**src/hsv2rgb_pkg.sv**
```systemverilog
// ----------------------------------------------------------------------------
// hsv2rgb_pkg
// Shared constants, types and helper functions for the HSV to RGB converter.
// ----------------------------------------------------------------------------
package hsv2rgb_pkg;

  // Default number of fraction bits (1.0 == 2**FRAC_BITS)
  localparam int FRAC_BITS_DEF = 16;

  // Fixed field widths
  localparam int HUE_W = 16;   // hue in whole degrees
  localparam int SV_W  = 18;   // signed saturation / value
  localparam int CH_W  = 17;   // unsigned output channel

  // Hue reduction
  localparam int HUE_RANGE   = 360;
  localparam int SECTOR_SPAN = 60;
  // floor(x / 360) ~= (x * RECIP_360) >> RECIP_SHIFT, low by at most one
  localparam int RECIP_360   = 46603;
  localparam int RECIP_SHIFT = 24;
  localparam int QUOT_W      = 8;    // quotient of a 16-bit hue by 360
  localparam int REM_W       = 10;   // remainder before correction, < 720
  localparam int HMOD_W      = 9;    // hue mod 360
  localparam int FRAC_IDX_W  = 6;    // hue mod 60
  localparam int FRAC_TAB_D  = 1 << FRAC_IDX_W;

  // Pipeline depth
  localparam int NSTAGE = 7;

  // Hue sector, named by the color span it covers
  typedef enum logic [2:0] {
    SEC_RED_YEL = 3'd0,
    SEC_YEL_GRN = 3'd1,
    SEC_GRN_CYN = 3'd2,
    SEC_CYN_BLU = 3'd3,
    SEC_BLU_MAG = 3'd4,
    SEC_MAG_RED = 3'd5
  } sector_t;

  // Per-stage load enables
  typedef struct packed {
    logic [NSTAGE-1:0] en;
  } pipe_ctl_t;

  // Fraction of a sector: (idx << frac) / 60, evaluated at elaboration only
  function automatic longint unsigned fraction_of(int unsigned idx, int unsigned frac);
    longint unsigned num;
    num = longint'(idx) << frac;
    return num / SECTOR_SPAN;
  endfunction

endpackage

```
**src/hsv2rgb_hue_split.sv**
```systemverilog
// ----------------------------------------------------------------------------
// hsv2rgb_hue_split
// Hue path: reduce mod 360, split into sector and in-sector fraction.
// ----------------------------------------------------------------------------
module hsv2rgb_hue_split #(
  parameter int FRAC_BITS = hsv2rgb_pkg::FRAC_BITS_DEF
) (
  input  logic                                clk,
  input  hsv2rgb_pkg::pipe_ctl_t              ctl,
  input  logic [hsv2rgb_pkg::HUE_W-1:0]       hue_degrees,
  output hsv2rgb_pkg::sector_t                sector,
  output logic [FRAC_BITS-1:0]                frac
);

  localparam int HW  = hsv2rgb_pkg::HUE_W;
  localparam int PW  = 2 * HW;
  localparam int RWW = HW + 1;
  localparam int QW  = hsv2rgb_pkg::QUOT_W;
  localparam int RW  = hsv2rgb_pkg::REM_W;
  localparam int MW  = hsv2rgb_pkg::HMOD_W;
  localparam int IW  = hsv2rgb_pkg::FRAC_IDX_W;
  localparam int SP  = hsv2rgb_pkg::SECTOR_SPAN;

  // sector fraction table
  logic [FRAC_BITS-1:0] frac_tab [hsv2rgb_pkg::FRAC_TAB_D];

  for (genvar g = 0; g < hsv2rgb_pkg::FRAC_TAB_D; g++) begin : g_tab
    assign frac_tab[g] = FRAC_BITS'(hsv2rgb_pkg::fraction_of(g, FRAC_BITS));
  end

  // stage 0: reciprocal estimate of hue / 360
  logic [PW-1:0]  recip_prod;
  logic [HW-1:0]  hue0_r;
  logic [QW-1:0]  quot0_nxt, quot0_r;

  assign recip_prod = PW'(hue_degrees) * PW'(hsv2rgb_pkg::RECIP_360);
  assign quot0_nxt  = recip_prod[hsv2rgb_pkg::RECIP_SHIFT +: QW];

  always_ff @(posedge clk) begin
    if (ctl.en[0]) begin
      hue0_r  <= hue_degrees;
      quot0_r <= quot0_nxt;
    end
  end

  // stage 1: remainder with a single correction step
  logic [RWW-1:0] rem_wide;
  logic [RW-1:0]  rem;
  logic [MW-1:0]  hmod1_nxt, hmod1_r;

  assign rem_wide  = RWW'(hue0_r) - RWW'(quot0_r) * RWW'(hsv2rgb_pkg::HUE_RANGE);
  assign rem       = rem_wide[RW-1:0];
  assign hmod1_nxt = (rem >= RW'(hsv2rgb_pkg::HUE_RANGE))
                   ? MW'(rem - RW'(hsv2rgb_pkg::HUE_RANGE)) : rem[MW-1:0];

  always_ff @(posedge clk) begin
    if (ctl.en[1]) begin
      hmod1_r <= hmod1_nxt;
    end
  end

  // stage 2: sector and offset inside it
  hsv2rgb_pkg::sector_t sec2_nxt, sec2_r;
  logic [MW-1:0]        base2;
  logic [IW-1:0]        idx2_nxt, idx2_r;

  always_comb begin
    if (hmod1_r >= MW'(5 * SP)) begin
      sec2_nxt = hsv2rgb_pkg::SEC_MAG_RED;
      base2    = MW'(5 * SP);
    end else if (hmod1_r >= MW'(4 * SP)) begin
      sec2_nxt = hsv2rgb_pkg::SEC_BLU_MAG;
      base2    = MW'(4 * SP);
    end else if (hmod1_r >= MW'(3 * SP)) begin
      sec2_nxt = hsv2rgb_pkg::SEC_CYN_BLU;
      base2    = MW'(3 * SP);
    end else if (hmod1_r >= MW'(2 * SP)) begin
      sec2_nxt = hsv2rgb_pkg::SEC_GRN_CYN;
      base2    = MW'(2 * SP);
    end else if (hmod1_r >= MW'(SP)) begin
      sec2_nxt = hsv2rgb_pkg::SEC_YEL_GRN;
      base2    = MW'(SP);
    end else begin
      sec2_nxt = hsv2rgb_pkg::SEC_RED_YEL;
      base2    = '0;
    end
  end

  assign idx2_nxt = IW'(hmod1_r - base2);

  always_ff @(posedge clk) begin
    if (ctl.en[2]) begin
      sec2_r <= sec2_nxt;
      idx2_r <= idx2_nxt;
    end
  end

  // stage 3: fraction lookup
  hsv2rgb_pkg::sector_t sec3_r;
  logic [FRAC_BITS-1:0] frac3_r;

  always_ff @(posedge clk) begin
    if (ctl.en[3]) begin
      sec3_r  <= sec2_r;
      frac3_r <= frac_tab[idx2_r];
    end
  end

  assign sector = sec3_r;
  assign frac   = frac3_r;

endmodule

```
**src/hsv2rgb_shade.sv**
```systemverilog
// ----------------------------------------------------------------------------
// hsv2rgb_shade
// Saturation/value path: clamp, form p, q, t and pick the RGB triple.
// ----------------------------------------------------------------------------
module hsv2rgb_shade #(
  parameter int FRAC_BITS = hsv2rgb_pkg::FRAC_BITS_DEF
) (
  input  logic                                    clk,
  input  hsv2rgb_pkg::pipe_ctl_t                  ctl,
  input  logic signed [hsv2rgb_pkg::SV_W-1:0]     saturation,
  input  logic signed [hsv2rgb_pkg::SV_W-1:0]     brightness,
  input  hsv2rgb_pkg::sector_t                    sector,    // stage 3 timing
  input  logic [FRAC_BITS-1:0]                    frac,      // stage 3 timing
  output logic [hsv2rgb_pkg::CH_W-1:0]            red,
  output logic [hsv2rgb_pkg::CH_W-1:0]            green,
  output logic [hsv2rgb_pkg::CH_W-1:0]            blue
);

  localparam int SW = hsv2rgb_pkg::SV_W;
  localparam int OW = hsv2rgb_pkg::CH_W;
  localparam int UW = FRAC_BITS + 1;               // holds 0..ONE
  localparam int CW = (SW - 1 > UW) ? SW - 1 : UW; // clamp compare width
  localparam int PW = 2 * UW;
  localparam logic [UW-1:0] ONE = {1'b1, {FRAC_BITS{1'b0}}};

  function automatic logic [UW-1:0] clamp_unit(logic signed [SW-1:0] raw);
    logic [CW-1:0] mag;
    mag = CW'(raw[SW-2:0]);
    if (raw[SW-1]) begin
      return '0;
    end else if (mag > CW'(ONE)) begin
      return ONE;
    end
    return UW'(mag);
  endfunction

  // truncating fixed-point product
  function automatic logic [UW-1:0] fix_mul(logic [UW-1:0] a, logic [UW-1:0] b);
    logic [PW-1:0] prod;
    prod = PW'(a) * PW'(b);
    return prod[FRAC_BITS +: UW];
  endfunction

  // stages 0..2: clamp, then wait for the hue path
  logic [UW-1:0] sat_r [3];
  logic [UW-1:0] val_r [3];

  always_ff @(posedge clk) begin
    if (ctl.en[0]) begin
      sat_r[0] <= clamp_unit(saturation);
      val_r[0] <= clamp_unit(brightness);
    end
    if (ctl.en[1]) begin
      sat_r[1] <= sat_r[0];
      val_r[1] <= val_r[0];
    end
    if (ctl.en[2]) begin
      sat_r[2] <= sat_r[1];
      val_r[2] <= val_r[1];
    end
  end

  // stage 3: p = v * (1 - s)
  logic [UW-1:0] p3_nxt, p3_r, sat3_r, val3_r;

  assign p3_nxt = fix_mul(val_r[2], ONE - sat_r[2]);

  always_ff @(posedge clk) begin
    if (ctl.en[3]) begin
      p3_r   <= p3_nxt;
      sat3_r <= sat_r[2];
      val3_r <= val_r[2];
    end
  end

  // stage 4: s * f and s * (1 - f)
  logic [UW-1:0] sf4_nxt, sg4_nxt, sf4_r, sg4_r, p4_r, val4_r;
  hsv2rgb_pkg::sector_t sec4_r;

  assign sf4_nxt = fix_mul(sat3_r, UW'(frac));
  assign sg4_nxt = fix_mul(sat3_r, ONE - UW'(frac));

  always_ff @(posedge clk) begin
    if (ctl.en[4]) begin
      sf4_r  <= sf4_nxt;
      sg4_r  <= sg4_nxt;
      p4_r   <= p3_r;
      val4_r <= val3_r;
      sec4_r <= sector;
    end
  end

  // stage 5: q and t
  logic [UW-1:0] q5_nxt, t5_nxt, q5_r, t5_r, p5_r, val5_r;
  hsv2rgb_pkg::sector_t sec5_r;

  assign q5_nxt = fix_mul(val4_r, ONE - sf4_r);
  assign t5_nxt = fix_mul(val4_r, ONE - sg4_r);

  always_ff @(posedge clk) begin
    if (ctl.en[5]) begin
      q5_r   <= q5_nxt;
      t5_r   <= t5_nxt;
      p5_r   <= p4_r;
      val5_r <= val4_r;
      sec5_r <= sec4_r;
    end
  end

  // stage 6: sector select (zero saturation falls out as v, v, v)
  logic [UW-1:0] r6_sel, g6_sel, b6_sel;
  logic [OW-1:0] red_r, green_r, blue_r;

  always_comb begin
    unique case (sec5_r)
      hsv2rgb_pkg::SEC_RED_YEL: begin
        r6_sel = val5_r; g6_sel = t5_r;   b6_sel = p5_r;
      end
      hsv2rgb_pkg::SEC_YEL_GRN: begin
        r6_sel = q5_r;   g6_sel = val5_r; b6_sel = p5_r;
      end
      hsv2rgb_pkg::SEC_GRN_CYN: begin
        r6_sel = p5_r;   g6_sel = val5_r; b6_sel = t5_r;
      end
      hsv2rgb_pkg::SEC_CYN_BLU: begin
        r6_sel = p5_r;   g6_sel = q5_r;   b6_sel = val5_r;
      end
      hsv2rgb_pkg::SEC_BLU_MAG: begin
        r6_sel = t5_r;   g6_sel = p5_r;   b6_sel = val5_r;
      end
      default: begin
        r6_sel = val5_r; g6_sel = p5_r;   b6_sel = q5_r;
      end
    endcase
  end

  always_ff @(posedge clk) begin
    if (ctl.en[6]) begin
      red_r   <= OW'(r6_sel);
      green_r <= OW'(g6_sel);
      blue_r  <= OW'(b6_sel);
    end
  end

  assign red   = red_r;
  assign green = green_r;
  assign blue  = blue_r;

endmodule

```
**src/hsv_to_rgb_convert_core.sv**
```systemverilog
// ----------------------------------------------------------------------------
// hsv_to_rgb_convert_core
// Streaming HSV to RGB color converter, seven-stage pipeline, no state.
// ----------------------------------------------------------------------------
//
//  Channel | Direction | Payload                                  | Handshake
//  --------+-----------+------------------------------------------+------------------
//  in_     | slave     | tdata: hue 16b, saturation 18b, value 18b | tvalid / tready
//  out_    | master    | tdata: red 17b, green 17b, blue 17b       | tvalid / tready
//
// Cycles: one transaction per clock sustained while out_tready is high; a
//   result passes through seven register stages, set by the hue reduction,
//   the fraction lookup, two dependent multiply levels and the sector select.
// Reset: rst_n (synchronous, active low) clears the stage valid bits only.
// Stalls: each stage loads when it is empty or the stage after it moves, so
//   bubbles are squeezed out and, while any stage is empty, input is still
//   taken while a result waits at the output; nothing is dropped or repeated.
//
module hsv_to_rgb_convert_core #(
  parameter int FRAC_BITS = hsv2rgb_pkg::FRAC_BITS_DEF
) (
  input  logic        clk,
  input  logic        rst_n,
  // input transaction
  input  logic        in_tvalid,
  output logic        in_tready,
  input  logic [55:0] in_tdata,   // [15:0] hue_degrees, [33:16] saturation,
                                  // [51:34] brightness, [55:52] zero
  // result transaction
  output logic        out_tvalid,
  input  logic        out_tready,
  output logic [55:0] out_tdata   // [16:0] red, [33:17] green, [50:34] blue,
                                  // [55:51] zero
);

  localparam int NS = hsv2rgb_pkg::NSTAGE;
  localparam int HW = hsv2rgb_pkg::HUE_W;
  localparam int SW = hsv2rgb_pkg::SV_W;
  localparam int OW = hsv2rgb_pkg::CH_W;

  // --------------------------------------------------------------------------
  // Pipeline control: valid bit per stage, enable ripples back from the output
  // --------------------------------------------------------------------------
  logic [NS-1:0]          vld_r;
  logic [NS-1:0]          vld_nxt;
  hsv2rgb_pkg::pipe_ctl_t ctl;

  always_comb begin
    ctl.en[NS-1] = !vld_r[NS-1] || out_tready;
    for (int k = NS - 2; k >= 0; k--) begin
      ctl.en[k] = !vld_r[k] || ctl.en[k+1];
    end
  end

  always_comb begin
    vld_nxt = vld_r;
    if (ctl.en[0]) begin
      vld_nxt[0] = in_tvalid;
    end
    for (int k = 1; k < NS; k++) begin
      if (ctl.en[k]) begin
        vld_nxt[k] = vld_r[k-1];
      end
    end
  end

  always_ff @(posedge clk) begin
    if (!rst_n) begin
      vld_r <= '0;
    end else begin
      vld_r <= vld_nxt;
    end
  end

  assign in_tready  = ctl.en[0];
  assign out_tvalid = vld_r[NS-1];

  // --------------------------------------------------------------------------
  // Payload unpack
  // --------------------------------------------------------------------------
  logic [HW-1:0]        hue_degrees;
  logic signed [SW-1:0] saturation;
  logic signed [SW-1:0] brightness;

  assign hue_degrees = in_tdata[HW-1:0];
  assign saturation  = in_tdata[HW +: SW];
  assign brightness  = in_tdata[HW+SW +: SW];

  // --------------------------------------------------------------------------
  // Hue path (stages 0..3) and shade path (stages 0..6)
  // --------------------------------------------------------------------------
  hsv2rgb_pkg::sector_t sector;
  logic [FRAC_BITS-1:0] frac;
  logic [OW-1:0]        red, green, blue;

  hsv2rgb_hue_split #(
    .FRAC_BITS (FRAC_BITS)
  ) u_hue (
    .clk         (clk),
    .ctl         (ctl),
    .hue_degrees (hue_degrees),
    .sector      (sector),
    .frac        (frac)
  );

  hsv2rgb_shade #(
    .FRAC_BITS (FRAC_BITS)
  ) u_shade (
    .clk        (clk),
    .ctl        (ctl),
    .saturation (saturation),
    .brightness (brightness),
    .sector     (sector),
    .frac       (frac),
    .red        (red),
    .green      (green),
    .blue       (blue)
  );

  assign out_tdata = {5'd0, blue, green, red};

endmodule
```
**config.mk**
```make
export PLATFORM = sky130hd
export DESIGN_NAME = hsv_to_rgb_convert_core
export DESIGN_NICKNAME = d
export VERILOG_FILES = /design/src/hsv2rgb_pkg.sv /design/src/hsv2rgb_hue_split.sv /design/src/hsv2rgb_shade.sv /design/src/hsv_to_rgb_convert_core.sv
export SDC_FILE = /design/constraint.sdc
export NUM_CORES = 2
export LEC_CHECK = 0
export ABC_AREA = 0
export BUFFER_PORTS_ARGS = -buffer_cell sky130_fd_sc_hd__buf_2
export CORE_MARGIN = 8
export CORE_UTILIZATION = 60
export CTS_CLUSTER_SIZE = 40
export DETAILED_ROUTE_END_ITERATION = 10
export GPL_TIMING_DRIVEN = 0
export PLACE_DENSITY = 0.88
export SYNTH_ARGS = -nofsm -noshare
export SYNTH_HDL_FRONTEND = slang
export SYNTH_HIERARCHICAL = 1
export SYNTH_SLANG_ARGS = --single-unit
```
**constraint.sdc**
```tcl
create_clock -name clk -period 8.6 [get_ports clk]
set_input_delay 0.86 -clock clk [delete_from_list [all_inputs] [get_ports clk]]
set_output_delay 0.86 -clock clk [all_outputs]
set_load 0.05 [all_outputs]
```
-- Word level (Yosys, flattened, before mapping)
Memories as Yosys holds them, arrays and structs flattened. A register that Yosys moved wholly into a read port is not among the register bits.
Index checks and enable logic that the tools add are counted.
- register bits: 290
- RAM bits: 102
- memory bits (read-only): 1024
- output and inout bits: 58
- logic and storage cells: 113
- memories kept: 3
- add/sub/neg operators: 7
- $mul: 7
- magnitude comparators: 8
- equality and inequality tests: 4
- mux-type cells: 33
- bitwise gates (word level): 1
- reductions and logical operators: 20
- memory list (memory ; words ; bits a word ; rd ports ; clocked after Yosys merged registers in ; write ports ; RTL line ; text):
    (no name shown) ; 64 ; 16 ; 1 ; 1 ; 0 ; hsv2rgb_hue_split.sv:105 ; frac3_r <= frac_tab[idx2_r];
    u_shade.sat_r ; 3 ; 17 ; 3 ; 0 ; 3 ; hsv2rgb_shade.sv:45 ; logic [UW-1:0] sat_r [3];
    u_shade.val_r ; 3 ; 17 ; 3 ; 0 ; 3 ; hsv2rgb_shade.sv:46 ; logic [UW-1:0] val_r [3];
- operators by type and width (operator ; count):
    $pmux W17 S3 ; 3
    $mux W17 ; 8
    $mul A17 B17 Y33 ; 4
    $sub A17 B17 Y17 const A ; 3
    $gt A17 B17 Y1 const B ; 2
    $mul A17 B16 Y33 ; 1
    $mul A16 B16 Y32 const B ; 1
    $mux W6 ; 5
    $ge A9 B8 Y1 const B ; 2
    $sub A17 B16 Y17 const A ; 1
    $mux W1 ; 14
    $ge A10 B9 Y1 const B ; 1
    $reduce_or A2 Y1 ; 5
    $sub A10 B10 Y10 ; 1
    $ge A9 B6 Y1 const B ; 1
    $ge A9 B7 Y1 const B ; 1
    $ge A9 B9 Y1 const B ; 1
    $mux W9 ; 1
    $sub A9 B9 Y9 const B ; 1
    $mul A8 B6 Y7 const B ; 1
    $logic_not A1 Y1 ; 7
    $logic_or A1 B1 Y1 ; 7
    $not A6 Y7 ; 1
    $eq A3 B2 Y1 const B ; 2
    other kinds (5) ; 6

-- Longest topological paths before layout
- depth after elaboration: 11
- depth in mapped cells: 32

-- Modules after synthesis
The synthesis kept the hierarchy.
- by module, submodules not included (module ; times used ; cells each ; area an instance (um^2) ; seq. area each (um^2)):
    hsv2rgb_shade ; 1 ; 5943 ; 57662.8 ; 10390.0
    hsv2rgb_hue_split ; 1 ; 637 ; 6545.0 ; 1321.3
    hsv_to_rgb_convert_core ; 1 ; 37 ; 330.3 ; 140.1

-- Least setup slack after synthesis
Ideal clock, no wire load.
- kind: reg2reg
- from: register u_hue.frac3_r[13] (netlist: u_hue/frac[13])
- to: register u_shade.sg4_r[16], data pin
- setup time: 0.260 ns
- arrival time: 7.959 ns
- required time: 8.340 ns
- setup slack: 0.381 ns
- stages on the path, launching flop included: 30
- buffers on the path: 3
- cell sequence: edfxtp_1 buf_4 buf_6 or4_4 or3_4 or3_4 nor3_4 nand2b_2 nor2_1 xnor2_1 clkbuf_1 nand2_1 fa_1 inv_1 fa_1 fa_1 fa_1 fa_1 inv_1 fa_1 inv_1 ha_1 nand4_1 or3_1 o31ai_1 a41o_1 a31oi_1 a21oi_1 a21oi_1 xnor2_1
- cells in the longest elaborated chain, start to end: 2
- ends and longest elaborated chain (element ; RTL line ; text):
    start, declared ; hsv2rgb_hue_split.sv:100 ; logic [FRAC_BITS-1:0] frac3_r;
    $sub A17 B16 Y17 ; hsv2rgb_shade.sv:81 ; assign sg4_nxt = fix_mul(sat3_r, ONE - UW'(frac));
    $mul A17 B17 Y33 ; hsv2rgb_shade.sv:40 ; prod = PW'(a) * PW'(b);
    via u_shade.sg4_nxt[16] ; hsv2rgb_shade.sv:77 ; logic [UW-1:0] sf4_nxt, sg4_nxt, sf4_r, sg4_r, p4_r, val4_r;
    end signal, assigned ; hsv2rgb_shade.sv:86 ; sg4_r <= sg4_nxt;
    end, declared ; hsv2rgb_shade.sv:77 ;
The timed path passes the listed nets, and every way through them passes these cells.
A chain may end at the register's enable or synchronous reset.

-- Final worst setup path
- from: register u_hue.frac3_r[12] (netlist: u_hue/frac[12])
- to: register u_shade.sg4_r[16], data pin
The elaborated chain is that of the path after synthesis.

==> run_results.csv <==
group,metric,value,unit
worst_setup_path,crit_path_end_kind,"flip-flop",
layout,fin_util,0.6493,
worst_hold_path,hp-class,"flip-flop to flip-flop",
layout,fillers,8044,
grt,grt_overflow,0,
layout,ff_latch_area,11850,µm²
clocking,ctsHoldBuffers,0,
worst_setup_path,cpLargestDelayFamily,"adder cells",
worst_setup_path,worst_path_most_repeated_cell,"fa_1",
placement,portBuffers,108,
floorplanning,num_rows,120,
clocking,cts_buffer_depth,3,
synth,async_flop_share,0,
sta,fin_setup_tns,0,ns
grt,gr-usage-met2,0.4819,
power,power_density,331.7,nW/µm²
synth,synthTopCellsByCount,"inv_1, fa_1, nand2_1, ha_1, and2_1",
layout,stdcell_area,69410,µm²
synth,synth-xor-area-share,0.02464,
sta,max-slew-margin-rel,0.2175,
sta,drv_slew,0,
layout,drive_gt1_frac,0.05973,
layout,multi_input_area,46590,µm²
sta,setup-violations-final,0,
clocking,clk_latency,0.59,ns
synth,yosysWarnings,6,
sta,worst_pin_slew,1.165,ns
layout,syn_to_final_growth,7.545,%
run,drv_cap,0,
sta,clock.fmax,118.6,MHz
synth,synth_area_per_cell,9.753,µm²
routing,via_per_inst,5.801,
clocking,cts.sinks,397,
routing,wl_per_cell,21.05,µm
layout,nets,8677,
synth,synth.distinct_cells,84,
placement,dp_hpwl,138400,µm
grt,met1_usage,0.3724,
sta,hold_ws,0.4113,ns
grt,met3_usage,0.07491,
grt,grt_antenna_before_repair,3,
grt,track_usage,0.2965,
sta,rsz0062_at_grt,"yes",
synth,synth-main-ff-cell,"edfxtp_1",
synth,synth_edf_count,390,
routing,ant_nets,0,
worst_setup_path,reg2reg_from,"u_hue/frac[12]$_DFFE_PP_",
synth,synth_compound_area_frac,0.04372,
routing,wl,173400,µm
layout,fin_cells,8237,
synth,synth_top_family_by_area,"adder cells",
power,ir_drop,446.8,µV
synth,synthCells,6617,
worst_setup_path,required,8.92,ns
power,leakage,34.50,nW
clocking,clkSlewWorstSetupHoldPaths,0.06,ns
floorplanning,io_pins,118,
worst_hold_path,hold_start,"u_shade/val3_r[11]$_DFFE_PP_",
synth,syn_area,64540,µm²
floorplanning,die_area,118300,µm²
clocking,cts_tree,"yes",
worst_setup_path,path_max_fanout,4,
synth,yosysTopAreaCellShare,0.3608,
placement,dp_slack,-1.455,ns
clocking,cts_inserted_buffers,40,
worst_setup_path,arrival,8.75,ns
sta,hold_viol_final,0,
worst_setup_path,cp_slowest_cell,"fa_1",
grt,top_usage_layer,"met2",
synth,yosysMostFrequentCell,"inv_1",
worst_setup_path,start_kind,"flip-flop",
synth,seq_area_frac_synth,0.1836,
worst_setup_path,path_buf_inv,6,
grt,grt_max_degree,77,
synth,synth-simple-area-share,0.1387,
sta,fin_worst_skew,0.04412,ns
clocking,htree_levels,2,
synth,synth_seq_cells,397,
placement,dp.cells,8136,
power,power,23.03,mW
synth,synth_mux_area_frac,0.01518,
routing,drt_drc_violations_left,0,
synth,synth_top_area_cell,"fa_1",
grt,grt_pass1_wl,274500,µm
floorplanning,die_h,344.0,µm
worst_setup_path,critPathMaxStageDelay,0.55,ns
worst_setup_path,setup.worst_path.start,"u_hue/frac[12]$_DFFE_PP_",
synth,synth-adder-area-share,0.4869,
sta,final.period_utilization,0.9804,
placement,placed_area,66950,µm²
floorplanning,core-area,106900,µm²
routing,via_count,47780,
floorplanning,die_x,344.0,µm
sta,period_minus_slack,8.432,ns
routing,drt-initial-drc-count,4373,
grt,grt_pass1_vias,51530,
floorplanning,initial_utilization,0.6037,
placement,place_congestion,0.9863,
sta,setup_ws,0.1681,ns
status,run_status,"finished, final reports clean",
synth,synth_area_leaders,"fa_1, edfxtp_1, ha_1",
routing,dr.pass1.iters,6,
clocking,cts_root_buf,"clkbuf_16",
worst_setup_path,path_class,"flip-flop to flip-flop",
==> flip-flops by register name (all words and copies together) (netlist names), 6 cells and up <==
name / count
u_shade/sat_r: 51
u_shade/val_r: 51
u_shade/blue: 17
u_shade/green: 17
u_shade/p3_r: 17
u_shade/p4_r: 17
u_shade/p5_r: 17
u_shade/q5_r: 17
u_shade/red: 17
u_shade/sat3_r: 17
u_shade/sf4_r: 17
u_shade/sg4_r: 17
u_shade/t5_r: 17
u_shade/val3_r: 17
u_shade/val4_r: 17
u_shade/val5_r: 17
u_hue/hue0_r: 10
u_hue/hmod1_r: 9
u_hue/quot0_r: 7
vld_r: 7
u_hue/frac: 6
u_hue/idx2_r: 6
==> area by class of cell <==
class                   instances  area share
multi-input cells            4403      0.6713
flip-flops and latches        397      0.1708
inverters                    1536     0.08307
well taps                    1403     0.02529
plain buffers                 282     0.01812
clock buffers                  46     0.01536
repair buffers                144     0.01285
clock inverters                23    0.003155
diodes                          3   0.0001082
==> worst reg2reg max path, delay by kind of cell, from the launching register on <==
kind | cells | cell delay [ns]
and+or+nand+nor | 9 | 2.51
AOI/OAI and AO/OA | 5 | 0.86
DFF | 1 | 0.49
buffers and inverters | 6 | 0.64
adders and majority gates | 7 | 3.31
xor gates and xnor gates | 2 | 0.35
==> layout by cell type, fill, tap and decap left out, drive strengths merged, types with 46 or more instances in the layout <==
cell type / instances
xor2: 47
nor3: 46
clkbuf: 284
nand2: 986
and2: 535
o21ai: 113
fa: 1163
ha: 650
a21o: 50
buf: 188
inv: 1538
a21oi: 123
xnor2: 132
edfxtp: 390
nor2: 119
mux2i: 54
==> per-layer routing <==
| metal | vias up | part of all wire |
|---|---|---|
| li1 | 20500 | - |
| met1 | 23820 | 0.37 |
| met2 | 2790 | 0.46 |
| met3 | 666 | 0.11 |
| met4 | 0 | 0.058 |
| met5 | - | 0 |
==> repair_timing <==
| item | CTS | global route |
|---|---|---|
| pin swaps | 4 | 23 |
| buffers inserted | 11 | 20 |
| resized for setup | 95 | 105 |
| setup endpoints to repair | 60 | 47 |
==> power by group <==
| part | leakage [nW] | switching (mW) | total, mW | internal [mW] |
|---|---|---|---|---|
| clock | 0.616 | 0.748 | 1.73 | 0.983 |
| combinational | 29.4 | 10.8 | 17.6 | 6.85 |
| sequential | 4.50 | 0.479 | 3.69 | 3.21 |
| total | 34.5 | 12.0 | 23.0 | 11.0 |
==> logic make-up after synthesis <==
kind of cell,Yosys count
simple gates,1870
xor+xnor,180
compound gates,443
mux,91
buf+inv,1821
other cells,1
fa+ha+maj,1814
flops,397
==> path summary, 6_finish.rpt <==
| kind | depth (start not counted) | slack [ns] | to |
|---|---|---|---|
| setup reg to reg | 29 | 0.17 | u_shade/sg4_r[16]$_DFFE_PP_ |
| hold reg to reg | 0 | 0.41 | u_shade/val4_r[11]$_DFFE_PP_ |
| hold / removal | 0 | 0.41 | u_shade/val4_r[11]$_DFFE_PP_ |
| setup / recovery | 29 | 0.17 | u_shade/sg4_r[16]$_DFFE_PP_ |
No activity file was read; power rests on OpenSTA's default activity.
